**config.mk**
```make
export PLATFORM = sky130hd
export DESIGN_NAME = scts_ctrl
export DESIGN_NICKNAME = d
export VERILOG_FILES = /design/src/hw/rtl/scts_pkg.sv /design/src/hw/rtl/scts_ctrl.sv
export SDC_FILE = /design/constraint.sdc
export NUM_CORES = 1
export LEC_CHECK = 0
export BUFFER_PORTS_ARGS = -buffer_cell sky130_fd_sc_hd__buf_2
export CAP_MARGIN = 20
export CORE_AREA = 2 2 39 41
export DETAILED_ROUTE_END_ITERATION = 12
export DIE_AREA = 0 0 41 43
export SLEW_MARGIN = 20
export SYNTH_ARGS = -nofsm -noshare
export SYNTH_HDL_FRONTEND = slang
export SYNTH_SLANG_ARGS = --single-unit
```
**constraint.sdc**
```tcl
create_clock -name clk -period 1.1 [get_ports clk]
set_input_delay 0.055 -clock clk [delete_from_list [all_inputs] [get_ports clk]]
set_output_delay 0.055 -clock clk [all_outputs]
set_load 0.02 [all_outputs]
```
**src/hw/rtl/scts_pkg.sv**
```systemverilog
// Package with shared types and constants of the sparse column transpose sort block.
`timescale 1ns / 1ps

package scts_pkg;

    localparam int DEFAULT_MAX_ENTRIES = 32;
    localparam int INDEX_W = 32;
    localparam int VALUE_W = 64;
    localparam int CFG_W = 16;
    localparam int CFG_IDX_W = 1;
    localparam int DIV_CNT_W = $clog2(INDEX_W);

    localparam logic [CFG_IDX_W-1:0] REG_ROW_COUNT = 1'd0;
    localparam logic [CFG_IDX_W-1:0] REG_COL_COUNT = 1'd1;

    typedef struct packed {
        logic load;
        logic div_step;
        logic mul;
        logic add;
        logic insert;
        logic emit;
    } cmd_t;

    typedef struct packed {
        logic div_done;
        logic is_last;
        logic emit_final;
    } status_t;

endpackage

```
**src/hw/rtl/scts_ctrl.sv**
```systemverilog
// Controller state machine of the sparse column transpose sort block.
`timescale 1ns / 1ps

module scts_ctrl (
    input  logic              clk,
    input  logic              rst_n,
    input  logic              start,
    input  scts_pkg::status_t status,
    output scts_pkg::cmd_t    cmd,
    output logic              busy
);

    typedef enum logic [5:0] {
        ST_IDLE   = 6'b000001,
        ST_DIV    = 6'b000010,
        ST_MUL    = 6'b000100,
        ST_ADD    = 6'b001000,
        ST_INSERT = 6'b010000,
        ST_EMIT   = 6'b100000
    } state_t;

    state_t state_reg;
    state_t state_next;

    always_ff @(posedge clk or negedge rst_n)
    begin
        if (!rst_n)
        begin
            state_reg <= ST_IDLE;
        end
        else
        begin
            state_reg <= state_next;
        end
    end

    always_comb
    begin
        state_next = state_reg;
        cmd = '0;
        unique case (state_reg)
            ST_IDLE:
            begin
                if (start)
                begin
                    cmd.load = 1'b1;
                    state_next = ST_DIV;
                end
            end
            ST_DIV:
            begin
                cmd.div_step = 1'b1;
                if (status.div_done)
                begin
                    state_next = ST_MUL;
                end
            end
            ST_MUL:
            begin
                cmd.mul = 1'b1;
                state_next = ST_ADD;
            end
            ST_ADD:
            begin
                cmd.add = 1'b1;
                state_next = ST_INSERT;
            end
            ST_INSERT:
            begin
                cmd.insert = 1'b1;
                state_next = status.is_last ? ST_EMIT : ST_IDLE;
            end
            ST_EMIT:
            begin
                cmd.emit = 1'b1;
                if (status.emit_final)
                begin
                    state_next = ST_IDLE;
                end
            end
            default:
            begin
                state_next = ST_IDLE;
            end
        endcase
    end

    assign busy = (state_reg != ST_IDLE);

endmodule

```
# Word level (Yosys, flattened, before mapping)
# Cells that the tools add are included.
# totals
ram_bits	0
out_inout_bits	7
romBits	0
latch_bits	0
register_bits	6
mem_count	0
# classes
n_mux	12
mul	0
addsub	0
magnitude_cmp	0
n_eq_ne	10
reduce_logical	1
bitwise	0
shift	0
n_div	0
# ops
op	n
6-bit case mux with 6 select lines	1
6-bit two-way mux	4
1-bit two-way mux	7
6-bit by 1-bit == test with 1-bit output, second input constant	1
6-bit by 2-bit == test with 1-bit output, second input constant	1
6-bit by 3-bit == test with 1-bit output, second input constant	1
6-bit by 4-bit == test with 1-bit output, second input constant	1
6-bit by 5-bit == test with 1-bit output, second input constant	1
6-bit == test, second input constant	1
2-bit inequality test, second input constant	3
6-bit by 1-bit inequality test with 1-bit output, second input constant	1
3-bit AND reduction	1

# Logic depth before layout (Yosys ltp)
# depth
word_depth	3
depth_mapped	5
ltp_nobuf	4

# Worst setup path before layout
# No wires, ideal clock.
# synth_path
path_type	reg2out
startpoint	register state_reg[1]
endpoint	output cmd[2] (netlist bit)
required_ns	1.045
setup_slack_ns	-0.307
stages_incl_launch_ff	3
path_buffers	0
t_arrival_ns	1.352
path_cell_list	dfrtp_1 > or2_1 > nor4_1
# synth_rtl
element	line	text
start: declaration	scts_ctrl.sv:22	state_t state_reg;
start signal: assignment	scts_ctrl.sv:33	state_reg <= state_next;
end: declaration	scts_ctrl.sv:9	output scts_pkg::cmd_t cmd,

==> qor.txt <==
EDFF count, synth: 0
number of placement rows: 14
Die W: 41 um
Setup-failing EPs final: 11
Endpoint, Worst Hold: state_reg[2]
Residual DRC: 0
Buffers on Ports: 12
Die Height: 43 um
final worst slack: -0.392 ns
length of the first detailed-routing pass in iterations: 4
Worst R2R Path Depth: 5
CTS H-tree depth: 1
WHS Path Cells: 2
Yosys top cell by area: dfrtp_1
CP max stage delay: 0.42 ns
total number of vias: 525
fin. max-slew vios: 0
run status: finished with violations
DP Worst Slack: -0.180 ns
worst reg-to-reg setup slack: -0.27 ns
synthesis-to-finish area growth: 130%
Yosys warning count: 0
RSZ-0062 raised after global routing: true
most frequent CP cell: buf_6
vias in the first global route: 458
Worst setup EP type: output pin
clk_skew: 0.00551 ns
Worst Path Buf+Inv: 2
CP max-delay cell: or3_4
count of cell types in the netlist: 26
initial cell density of the core: 0.285
Worst slew margin: 0.863
worst hold path class: input port to flip-flop
worst r2r dst: state_reg[1]
Fmax achieved: 670 MHz
first-pass GRT wire length: 1.99 mm
Critical Path AT: 1.44 ns
hold path start: status[2]
Mapped Nets: 54
Synth top area share: 0.317
Post-DP HPWL: 785 um
dpl cell area: 599 sq um
min Tclk post-route: 1.49 ns
Max Cap Viol: 0
Final Cell Area: 907 sq um
critical path, cell by cell: or3_4, buf_6, nor3_4, buf_6
synth top area cells: dfrtp_1 32%, dfstp_2 6.7%, nor2_1 6.7%
Synth Instances: 48
Non-Filler Instances: 103
Ant. Diodes: 0
TritonCTS buffer count: 3
Via density: 5.10
CTS tree: done
Max IR drop VDD: 0.876 mV
crit path launch type: flip-flop
synthesized area per cell: 8.21 sq um
Final ANT Viol Nets: 0
worst reg2reg startpoint: state_reg[3]
most numerous cell in the Yosys netlist: nor2_1
layout cells sized above 1: 0.736
Max Root-Sink Buffers: 2
WP data required: 1.04 ns
WL met3: 70 um
Avg WL per Cell: 14.5 um
final cycle utilization of the critical path: 1.36
Final Hold Vio Count: 0
clock transition at the registers of the reported paths: 0.05 ns
top layer in use: met3
GRT Util Overall: 0.167
Metal-1 WL: 621 um
die area: 0.00176 sq mm
initial antenna violation count: 0
met2 WL: 802 um
RePlAce Congestion: 0.775
largest net degree at the start of global routing: 11
PwrDens: 2140 mW/mm^2
DRT Wirelength: 1.49 mm
Leak: 0.405 nW
top_reg_cell synth: dfrtp_1
CP delay by family, top: simple AND/OR/NAND/NOR gates
Crit Path Class: flip-flop to output pin
Async SR Flop Fraction: 1.00
grt total ovfl: 0
register bit total from synthesis: 6
violated checks: setup timing
Core ar.: 0.00138 sq mm
Mapped Area: 394 sq um
Worst Tran Pin Value: 0.204 ns
Nets: 94
Post-Place Cells: 87
max FFs per register: 6
num ports: 13
clk_lat worst skew: 0.25 ns
root buf cell: clkbuf_4
1st-iter DRT viols: 8
overall power: 1.94 mW
top post-synthesis cells by count: 7 x nor2_1, 5 x dfrtp_1, 4 x nor4_1, 3 x nand2_1, 3 x nand2b_1
crit path max fanout: 3
sequential cell area fraction in the yosys report: 0.384
Layout fillers: 99
Sink Count: 6
==> metal layers <==
metal  global-route usage  vias up
li1                     -      256
met1                0.202      257
met3               0.0628        0
met5                    0        -
met2                0.278       12
met4               0.0200        0
==> metrics by stage <==
step | setup TNS (ns) | hold slack, ns | utilization
after global routing | -3.92 | 0.0503 | 0.656
after detailed placement | -1.31 | -0.116 | 0.433
after CTS | -2.78 | 0.0452 | 0.570
after global placement | -1.21 | -0.122 | 0.433
after floorplan | -0.566 | -0.241 | -
final | -3.37 | 0.0491 | 0.656
==> power by group <==
group / switching [mW] / internal (mW)
registers: 0.0492 / 0.290
logic: 0.619 / 0.750
clock network: 0.0928 / 0.138
==> repair_timing <==
item | CTS | global route
hold endpoints to repair | 6 | 0
gates resized for setup | 30 | 17
setup buffers | 5 | 6
gates cloned | 0 | 0
hold buffers | 1 | 0
pin swaps | 13 | 10
endpoints found under the setup margin | 13 | 13
==> how the worst max path moves through the flow <==
stage | from | endpoint | slack (ns) | depth (start not counted)
after floorplan | state_reg[3] | state_reg[2] | -0.17 | 3
after detailed placement | state_reg[4] | cmd[5] | -0.18 | 4
after global routing | state_reg[2] | cmd[4] | -0.43 | 4
after CTS | state_reg[3] | cmd[4] | -0.39 | 4
final | state_reg[3] | cmd[4] | -0.39 | 4
after global placement | state_reg[4] | cmd[5] | -0.16 | 4
==> cells in the final DEF (no fill, tap or decap), types with 2 or more instances in the layout <==
| cell | Yosys | routed |
|---|---|---|
| a21oi_2 | 0 | 2 |
| a31oi_1 | 2 | 2 |
| and3_4 | 0 | 2 |
| buf_2 | 1 | 6 |
| buf_4 | 0 | 15 |
| buf_6 | 0 | 15 |
| clkbuf_4 | 0 | 3 |
| dfrtp_1 | 5 | 4 |
| nand2_1 | 3 | 2 |
| nand2b_4 | 0 | 3 |
| nor2_1 | 7 | 3 |
| nor2_4 | 0 | 3 |
| nor3_4 | 0 | 3 |
| nor4_2 | 0 | 2 |
| o21ai_1 | 0 | 2 |
==> cells by family after synthesis <==
family	after synthesis	share of synthesized area
AND/OR/NAND/NOR	30	0.435
AO/OA/AOI/OAI	8	0.127
flip-flops	6	0.384
buffers and inverters	3	0.0317
XOR/XNOR	1	0.0222
==> final cells by class <==
| class | instances | area (sq um) | area share |
|---|---|---|---|
| clock buffers | 4 | 26.3 | 0.0290 |
| inverters | 1 | 3.75 | 0.00414 |
| multi-input cells | 39 | 383 | 0.422 |
| flip-flops and latches | 6 | 153 | 0.168 |
| well taps | 16 | 20.0 | 0.0221 |
| repair buffers | 37 | 322 | 0.354 |
(Power assumes the default switching activity.)
